File: config.mk
export PLATFORM = sky130hd
export DESIGN_NAME = early_stop_window_monitor
export DESIGN_NICKNAME = d
export VERILOG_FILES = /design/src/sv/esw_pkg.sv /design/src/sv/esw_ctrl.sv /design/src/sv/esw_dp.sv /design/src/sv/early_stop_window_monitor.sv
export SDC_FILE = /design/constraint.sdc
export NUM_CORES = 2
export LEC_CHECK = 0
export BUFFER_PORTS_ARGS = -buffer_cell sky130_fd_sc_hd__clkbuf_2
export CORE_UTILIZATION = 60
export CTS_CLUSTER_DIAMETER = 60
export DETAILED_ROUTE_END_ITERATION = 8
export PLACE_DENSITY = 0.77
export SETUP_SLACK_MARGIN = 0.4
export SYNTH_ARGS = -nofsm -noshare
export SYNTH_HDL_FRONTEND = slang
export SYNTH_SLANG_ARGS = --single-unit
File: constraint.sdc
create_clock -name i_clk -period 19.15 [get_ports i_clk]
set_input_delay 0 -clock i_clk [delete_from_list [all_inputs] [get_ports i_clk]]
set_output_delay 0 -clock i_clk [all_outputs]
set_load 0.1 [all_outputs]
File: src/sv/esw_pkg.sv
package esw_pkg;

    localparam int WINDOW_DEF  = 8;
    localparam int LOSS_W      = 32;
    localparam int EPOCH_W     = 16;
    localparam int IN_TDATA_W  = 80;
    localparam int OUT_TDATA_W = 88;

    typedef enum logic [2:0] {
        ST_IDLE,
        ST_WALK,
        ST_DRAIN,
        ST_MUL_A,
        ST_MUL_B,
        ST_MUL_C,
        ST_CMP,
        ST_FIN
    } t_state;

    typedef struct packed {
        logic accept;
        logic walk_rd;
        logic mul_a;
        logic mul_b;
        logic mul_c;
        logic cmp;
        logic load_out;
    } t_cmd;

    typedef struct packed {
        logic fill_full;
        logic walk_last;
        logic out_busy;
    } t_status;

endpackage

File: src/sv/esw_ctrl.sv
module esw_ctrl (
    input  logic            i_clk,
    input  logic            i_rst_n,
    input  logic            i_s_tvalid,
    output logic            o_s_tready,
    input  esw_pkg::t_status i_status,
    output esw_pkg::t_cmd   o_cmd
);
    import esw_pkg::*;

    t_state r_state;
    t_state n_state;

    always_ff @(posedge i_clk) begin
        if (!i_rst_n) begin
            r_state <= ST_IDLE;
        end else begin
            r_state <= n_state;
        end
    end

    always_comb begin
        n_state    = r_state;
        o_cmd      = '0;
        o_s_tready = 1'b0;
        unique case (r_state)
            ST_IDLE: begin
                o_s_tready = 1'b1;
                if (i_s_tvalid) begin
                    o_cmd.accept = 1'b1;
                    // no stop test while the window is still filling
                    n_state = i_status.fill_full ? ST_WALK : ST_FIN;
                end
            end
            ST_WALK: begin
                o_cmd.walk_rd = 1'b1;
                if (i_status.walk_last) begin
                    n_state = ST_DRAIN;
                end
            end
            ST_DRAIN: n_state = ST_MUL_A;
            ST_MUL_A: begin
                o_cmd.mul_a = 1'b1;
                n_state     = ST_MUL_B;
            end
            ST_MUL_B: begin
                o_cmd.mul_b = 1'b1;
                n_state     = ST_MUL_C;
            end
            ST_MUL_C: begin
                o_cmd.mul_c = 1'b1;
                n_state     = ST_CMP;
            end
            ST_CMP: begin
                o_cmd.cmp = 1'b1;
                n_state   = ST_FIN;
            end
            ST_FIN: begin
                // hold until the output register is free
                if (!i_status.out_busy) begin
                    o_cmd.load_out = 1'b1;
                    n_state        = ST_IDLE;
                end
            end
            default: n_state = ST_IDLE;
        endcase
    end

endmodule

File: src/sv/esw_dp.sv
module esw_dp #(
    parameter int WINDOW = esw_pkg::WINDOW_DEF
) (
    input  logic                            i_clk,
    input  logic                            i_rst_n,
    input  esw_pkg::t_cmd                   i_cmd,
    output esw_pkg::t_status                o_status,
    input  logic [esw_pkg::IN_TDATA_W-1:0]  i_tdata,
    output logic                            o_tvalid,
    input  logic                            i_tready,
    output logic [esw_pkg::OUT_TDATA_W-1:0] o_tdata
);
    import esw_pkg::*;

    localparam int IW = (WINDOW > 1) ? $clog2(WINDOW) : 1;
    localparam int MW = $clog2(WINDOW + 1);
    localparam int SW = LOSS_W + MW;
    localparam int LW = 2 * LOSS_W + MW;
    localparam int CW = 2 * LOSS_W + MW + 3;
    localparam logic [MW-1:0] W_K   = MW'(WINDOW);
    localparam logic [IW-1:0] IDX_L = IW'(WINDOW - 1);

    logic [LOSS_W-1:0] r_win [WINDOW];

    logic [MW-1:0]      r_fill;
    logic [IW-1:0]      r_oldest;
    logic [LOSS_W-1:0]  r_best_loss;
    logic [LOSS_W-1:0]  r_best_err;
    logic [EPOCH_W-1:0] r_best_ep;
    logic               r_stop;
    logic [LOSS_W-1:0]  r_x;

    logic [IW-1:0]      r_rd_idx;
    logic               r_rd_vld;
    logic [LOSS_W-1:0]  r_rd_data;
    logic               r_first;
    logic [SW-1:0]      r_sum;
    logic [LOSS_W-1:0]  r_min;

    logic [SW-1:0]       r_diff;
    logic [2*LOSS_W-1:0] r_prod;
    logic [2*LOSS_W-1:0] r_rhs;
    logic [LW-1:0]       r_lhs;

    logic               r_out_vld;
    logic [OUT_TDATA_W-1:0] r_out;

    logic [LOSS_W-1:0]  in_loss;
    logic [LOSS_W-1:0]  in_err;
    logic [EPOCH_W-1:0] in_ep;
    logic [LOSS_W-1:0]  x_raised;
    logic               fill_full;
    logic [IW-1:0]      wr_addr;
    logic [LOSS_W-1:0]  mul_a;
    logic [LOSS_W-1:0]  mul_b;
    logic [2*LOSS_W-1:0] mul_p;
    logic [CW-1:0]      rhs_full;

    assign in_loss  = i_tdata[LOSS_W-1:0];
    assign in_err   = i_tdata[2*LOSS_W-1:LOSS_W];
    assign in_ep    = i_tdata[2*LOSS_W+EPOCH_W-1:2*LOSS_W];
    assign x_raised = (in_loss == '0) ? LOSS_W'(1) : in_loss;
    assign fill_full = (r_fill == W_K);
    assign wr_addr  = fill_full ? r_oldest : r_fill[IW-1:0];

    // one shared 32x32 multiplier, operands picked by step
    always_comb begin
        mul_a = r_x - r_best_loss;
        mul_b = r_min;
        if (i_cmd.mul_b) begin
            mul_a = r_diff[LOSS_W-1:0];
            mul_b = r_best_loss;
        end else if (i_cmd.mul_c) begin
            mul_a = LOSS_W'(r_diff[SW-1:LOSS_W]);
            mul_b = r_best_loss;
        end
    end
    assign mul_p = (2*LOSS_W)'(mul_a) * (2*LOSS_W)'(mul_b);

    assign rhs_full = ((CW'(r_prod) << LOSS_W) + CW'(r_rhs)) << 3;

    assign o_status.fill_full = fill_full;
    assign o_status.walk_last = (r_rd_idx == IDX_L);
    assign o_status.out_busy  = r_out_vld;

    always_ff @(posedge i_clk) begin
        if (i_cmd.accept) begin
            r_win[wr_addr] <= x_raised;
        end
        r_rd_data <= r_win[r_rd_idx];
    end

    always_ff @(posedge i_clk) begin
        if (!i_rst_n) begin
            r_fill      <= '0;
            r_oldest    <= '0;
            r_best_loss <= '0;
            r_best_err  <= '0;
            r_best_ep   <= '0;
            r_stop      <= 1'b0;
            r_rd_vld    <= 1'b0;
            r_rd_idx    <= '0;
            r_out_vld   <= 1'b0;
        end else begin
            r_rd_vld <= i_cmd.walk_rd;
            if (i_cmd.accept) begin
                r_x      <= x_raised;
                r_rd_idx <= '0;
                r_first  <= 1'b1;
                r_sum    <= '0;
                if (r_fill == '0 || r_best_loss > x_raised) begin
                    r_best_loss <= x_raised;
                    r_best_err  <= in_err;
                    r_best_ep   <= in_ep;
                end
                if (fill_full) begin
                    r_oldest <= (r_oldest == IDX_L) ? '0 : r_oldest + IW'(1);
                end else begin
                    r_fill <= r_fill + MW'(1);
                end
            end
            if (i_cmd.walk_rd) begin
                r_rd_idx <= r_rd_idx + IW'(1);
            end
            if (r_rd_vld) begin
                r_first <= 1'b0;
                r_sum   <= r_sum + SW'(r_rd_data);
                if (r_first || r_rd_data < r_min) begin
                    r_min <= r_rd_data;
                end
            end
            if (i_cmd.mul_a) begin
                r_prod <= mul_p;
                r_diff <= r_sum - SW'(r_min) * SW'(W_K);
            end
            if (i_cmd.mul_b) begin
                r_lhs  <= LW'(r_prod) * LW'(W_K);
                r_prod <= mul_p;
            end
            if (i_cmd.mul_c) begin
                r_rhs  <= r_prod;
                r_prod <= mul_p;
            end
            if (i_cmd.cmp && (CW'(r_lhs) > rhs_full)) begin
                r_stop <= 1'b1;
            end
            if (i_cmd.load_out) begin
                r_out_vld <= 1'b1;
            end else if (i_tready) begin
                r_out_vld <= 1'b0;
            end
        end
    end

    always_ff @(posedge i_clk) begin
        if (i_cmd.load_out) begin
            r_out <= {6'd0, fill_full, r_best_ep, r_best_err, r_best_loss, r_stop};
        end
    end

    assign o_tvalid = r_out_vld;
    assign o_tdata  = r_out;

endmodule

File: src/sv/early_stop_window_monitor.sv
// Channel | Dir | Handshake                 | Payload (lowest bit first)
// s       | in  | i_s_tvalid / o_s_tready   | loss 32, error_value 32, epoch 16
// m       | out | o_m_tvalid / i_m_tready   | stop 1, best_loss 32, best_error 32,
//         |     |                           | best_epoch 16, window_full 1, pad 6
//
// An item that arrives while the window is still filling goes from accept
// straight to the result load. Once the window is full an item first runs the
// min/sum walk, reading the window memory one entry per cycle; then a shared
// 32x32 multiplier runs three steps before the final compare.
// Reset (i_rst_n low, synchronous) clears the fill count, best record and stop.
// A result held on the m side does not block the next accept; the block waits
// only when a new result is ready and the previous one was not yet taken.
module early_stop_window_monitor #(
    parameter int WINDOW = esw_pkg::WINDOW_DEF
) (
    input  logic                            i_clk,
    input  logic                            i_rst_n,
    input  logic                            i_s_tvalid,
    output logic                            o_s_tready,
    // loss [31:0], error_value [63:32], epoch [79:64]
    input  logic [esw_pkg::IN_TDATA_W-1:0]  i_s_tdata,
    output logic                            o_m_tvalid,
    input  logic                            i_m_tready,
    // stop [0], best_loss [32:1], best_error [64:33], best_epoch [80:65],
    // window_full [81], zero [87:82]
    output logic [esw_pkg::OUT_TDATA_W-1:0] o_m_tdata
);
    import esw_pkg::*;

    t_cmd    cmd;
    t_status status;

    // sequence accept, window walk, multiply steps and result load
    esw_ctrl u_ctrl (
        .i_clk      (i_clk),
        .i_rst_n    (i_rst_n),
        .i_s_tvalid (i_s_tvalid),
        .o_s_tready (o_s_tready),
        .i_status   (status),
        .o_cmd      (cmd)
    );

    // window memory, best record, min/sum accumulators and the stop test
    esw_dp #(
        .WINDOW (WINDOW)
    ) u_dp (
        .i_clk    (i_clk),
        .i_rst_n  (i_rst_n),
        .i_cmd    (cmd),
        .o_status (status),
        .i_tdata  (i_s_tdata),
        .o_tvalid (o_m_tvalid),
        .i_tready (i_m_tready),
        .o_tdata  (o_m_tdata)
    );

endmodule
==> results by group <==
Synthesis
  • Synth area leaders: edfxtp_1 29%, fa_1 26%, ha_1 9.4%
  • Sequential area share after synthesis: 32.30%
  • Synth area leader: edfxtp_1
  • Prevailing post-synth register cell: edfxtp_1
  • Commonest cells in the netlist: 1049 x inv_1, 900 x fa_1, 685 x nand2_1
  • Post-synth EDFFs: 667
  • Ys Warns: 0
  • Count leader, synth: inv_1
  • Top cell type's share of synthesized area: 28.63%
  • Syn_area_per_cell: 10.60 µm²
  • Ys async rst share: 0%
  • Synthesized area: approximately 70000 µm²
  • Count of cell types in the netlist: 81
  • Synth Register Bits: 795
  • Mapped Cells: 6601

Worst setup path
  • Worst path required time: ~20000 ps
  • CP Capture Point: u_dp.r_prod[63]
  • Slowest cell on crit path: dfxtp_1
  • Flop2flop setup slack: 7610 ps
  • Crit-path max cell delay: 710 ps
  • Worst R2R Path Depth: 36
  • Critical path arrival: 11940 ps
  • RR Startpoint: u_dp.r_best_loss[1]
  • Crit. End Element: flop
  • Reg2reg end: u_dp.r_prod[63]
  • Critical Path Fanout Max: 25
  • Most used cell, CP: fa_1
  • Crit Path Category: flop to flop
  • CP startpoint: u_dp.r_best_loss[1]
  • Startpoint Class: flop

Clock tree
  • CTS resizes: 0
  • Clock slew seen by the registers of the worst setup and hold paths: 60 ps
  • Setup Fix Bufs, Post-CTS: 0
  • CTS tree: built
  • CTS Hold Buffers Added: 87
  • Clock Tree Buf Depth: 3
  • CTS sink count: approximately 800
  • CTS H-Tree Depth: 3
  • Root Driver: clkbuf_16
  • CTS buffer count: 80
  • Skew-Pair Late Insertion Delay: 690 ps

Floorplanning
  • # IOs: 174
  • Core area: 115000 µm²
  • Die Area: between 100000 and 150000 µm²
  • Row cnt: between 100 and 150
  • Die width: 343.5 µm
  • Chip Height: 343.5 µm
  • Initial cell density of the core: roughly three fifths

Placement
  • PortBufs: 167
  • Placed insts: 8087
  • Pre-CTS setup slack: 7912 ps
  • Gp weighted congestion: 1.146
  • DP HPWL: 167900 µm

Job
  • Max-Cap Viols: 0

Global routing
  • Vias in the first global route: 54020
  • First-pass GRT wire length: approximately 340000 µm
  • Initial antenna violation count: 3
  • Largest net degree at the start of global routing: 86
  • GRT Util Overall: 38.96%
  • GRT overflow: 0

Timing
  • Max_slew headroom: 1.944%
  • Unrepaired setup endpoints after global routing: false
  • Post-layout min period: 11540 ps
  • Final Cycle Share: 60.28%
  • Max Clock Freq: 86.63 MHz
  • Skew final: approximately 91 ps
  • Final Hold Viols: 0
  • Setup_tns: 0 ps
  • Fin. max-slew vios: 0
  • Least-Margin Pin Slew: ~1500 ps
  • WHS: 153.7 ps
  • Fin worst setup slack: 7607 ps
  • Final setup vio count: 0

Run status
  • Outcome: complete, but fails checks
  • Failing checks: design-rule violations

Detailed routing
  • Post-route ant nets: 0
  • Via density per instance: 6.266
  • DRT iter0 DRCs: 5520
  • Drt total wl: 226700 µm
  • Routed length per instance: 27.22 µm
  • Drt first pass iters: 9
  • Via Count: 52180
  • DRC viols: 3

Layout
  • Filler cell count: 8597
  • Syn-to-layout area delta: 9.238%
  • Share of cells above drive strength 1: 8.443%
  • Layout Cells excl Fill: 8328
  • Nets: 8256

Worst hold path
  • Hold Crit Class: input pin to flop
[critical path, delay by kind of cell, from the launching register on]
kind / cells / cell delay (ps)
and+or+nand+nor: 6 / 1090
adders and majority gates: 10 / 4840
AOI/OAI and AO/OA: 12 / 3510
buffers and inverters: 6 / 810
DFF: 1 / 710
xor gates and xnor gates: 2 / 270
[layout make-up]
type	count	area, µm²	share of cell area (%)
Antenna cell	6	15.01	0.01965
Clock buffer	110	2235	2.924
Clock inverter	37	686.9	0.8989
Inverter	1050	3941	5.158
Multi-Input combinational cell	4433	42360	55.43
Sequential cell	795	22600	29.57
Tap cell	1512	1892	2.476
Timing Repair Buffer	385	2694	3.525
[registers in the layout, summed over array words and instances (netlist names), 36 cells and up]
name          cells
u_dp.o_tdata     82
u_dp.r_lhs       64
u_dp.r_rhs       64
u_dp.r_diff      36
u_dp.r_sum       36
u_dp.r_prod      64
u_dp.r_win      256
[layer usage]
layer  vias up  wire, µm  track usage, %
met2      3457    102800           61.67
met1     25850     78770           47.04
met3       967     27070           11.15
met5         -        14               0
li1      21910         -               -
met4         2     18070           24.73
[logic make-up after synthesis]
family	share of synthesized area (%)
compound gates	8.571
simple gates	10.57
flops	32.30
xor+xnor	2.116
fa+ha+maj	35.18
mux	3.778
other cells	0.005361
buf+inv	7.478
[how the worst min path moves through the flow]
stage,start,to,cells past startpoint
2_1_floorplan,i_s_tdata[64],u_dp.r_best_ep[0],2
3_3_place_gp,i_s_tdata[64],u_dp.r_best_ep[0],3
3_5_place_dp,i_s_tdata[43],u_dp.r_best_err[11],3
4_1_cts,i_s_tdata[56],u_dp.r_best_err[24],4
5_1_grt,i_s_tdata[58],u_dp.r_best_err[26],4
6_report,i_s_tdata[58],u_dp.r_best_err[26],4
[cell usage in the layout (no fill, tap or decap), types with 13 or more instances in the layout]
cell and instances:
a211oi_1 19, a21o_1 145, a21oi_1 229, a22o_1 18, a22oi_1 57, a31oi_1 20
a32o_1 13, a32oi_1 13, and2_1 68, and3_1 16, buf_4 130, bufinv_16 13
clkbuf_1 18, clkbuf_16 80, clkbuf_2 166, dfxtp_1 126, dlygate4sd3_1 87, edfxtp_1 667
fa_1 900, ha_1 527, inv_1 1049, mux2_2 32, mux2i_1 84, mux4_2 64
nand2_1 684, nand2b_1 40, nand3_1 51, nand4_1 42, nor2_1 610, nor2b_1 96
nor3_1 39, nor4_1 14, o21a_1 37, o21ai_0 225, o21ai_1 24, o21bai_1 22
xnor2_1 103, xor2_1 62
[through the flow]
step	instance area, µm²	utilization, %
3_5_place_dp	72600	63.15
5_1_grt	76400	66.46
4_1_cts	76390	66.45
6_report	76420	66.47
3_3_place_gp	72600	63.15
2_1_floorplan	69970	-
Power is left out: the tool's default activity adds up to more than one toggle a clock period on the data nets, which glitch-free logic cannot reach.
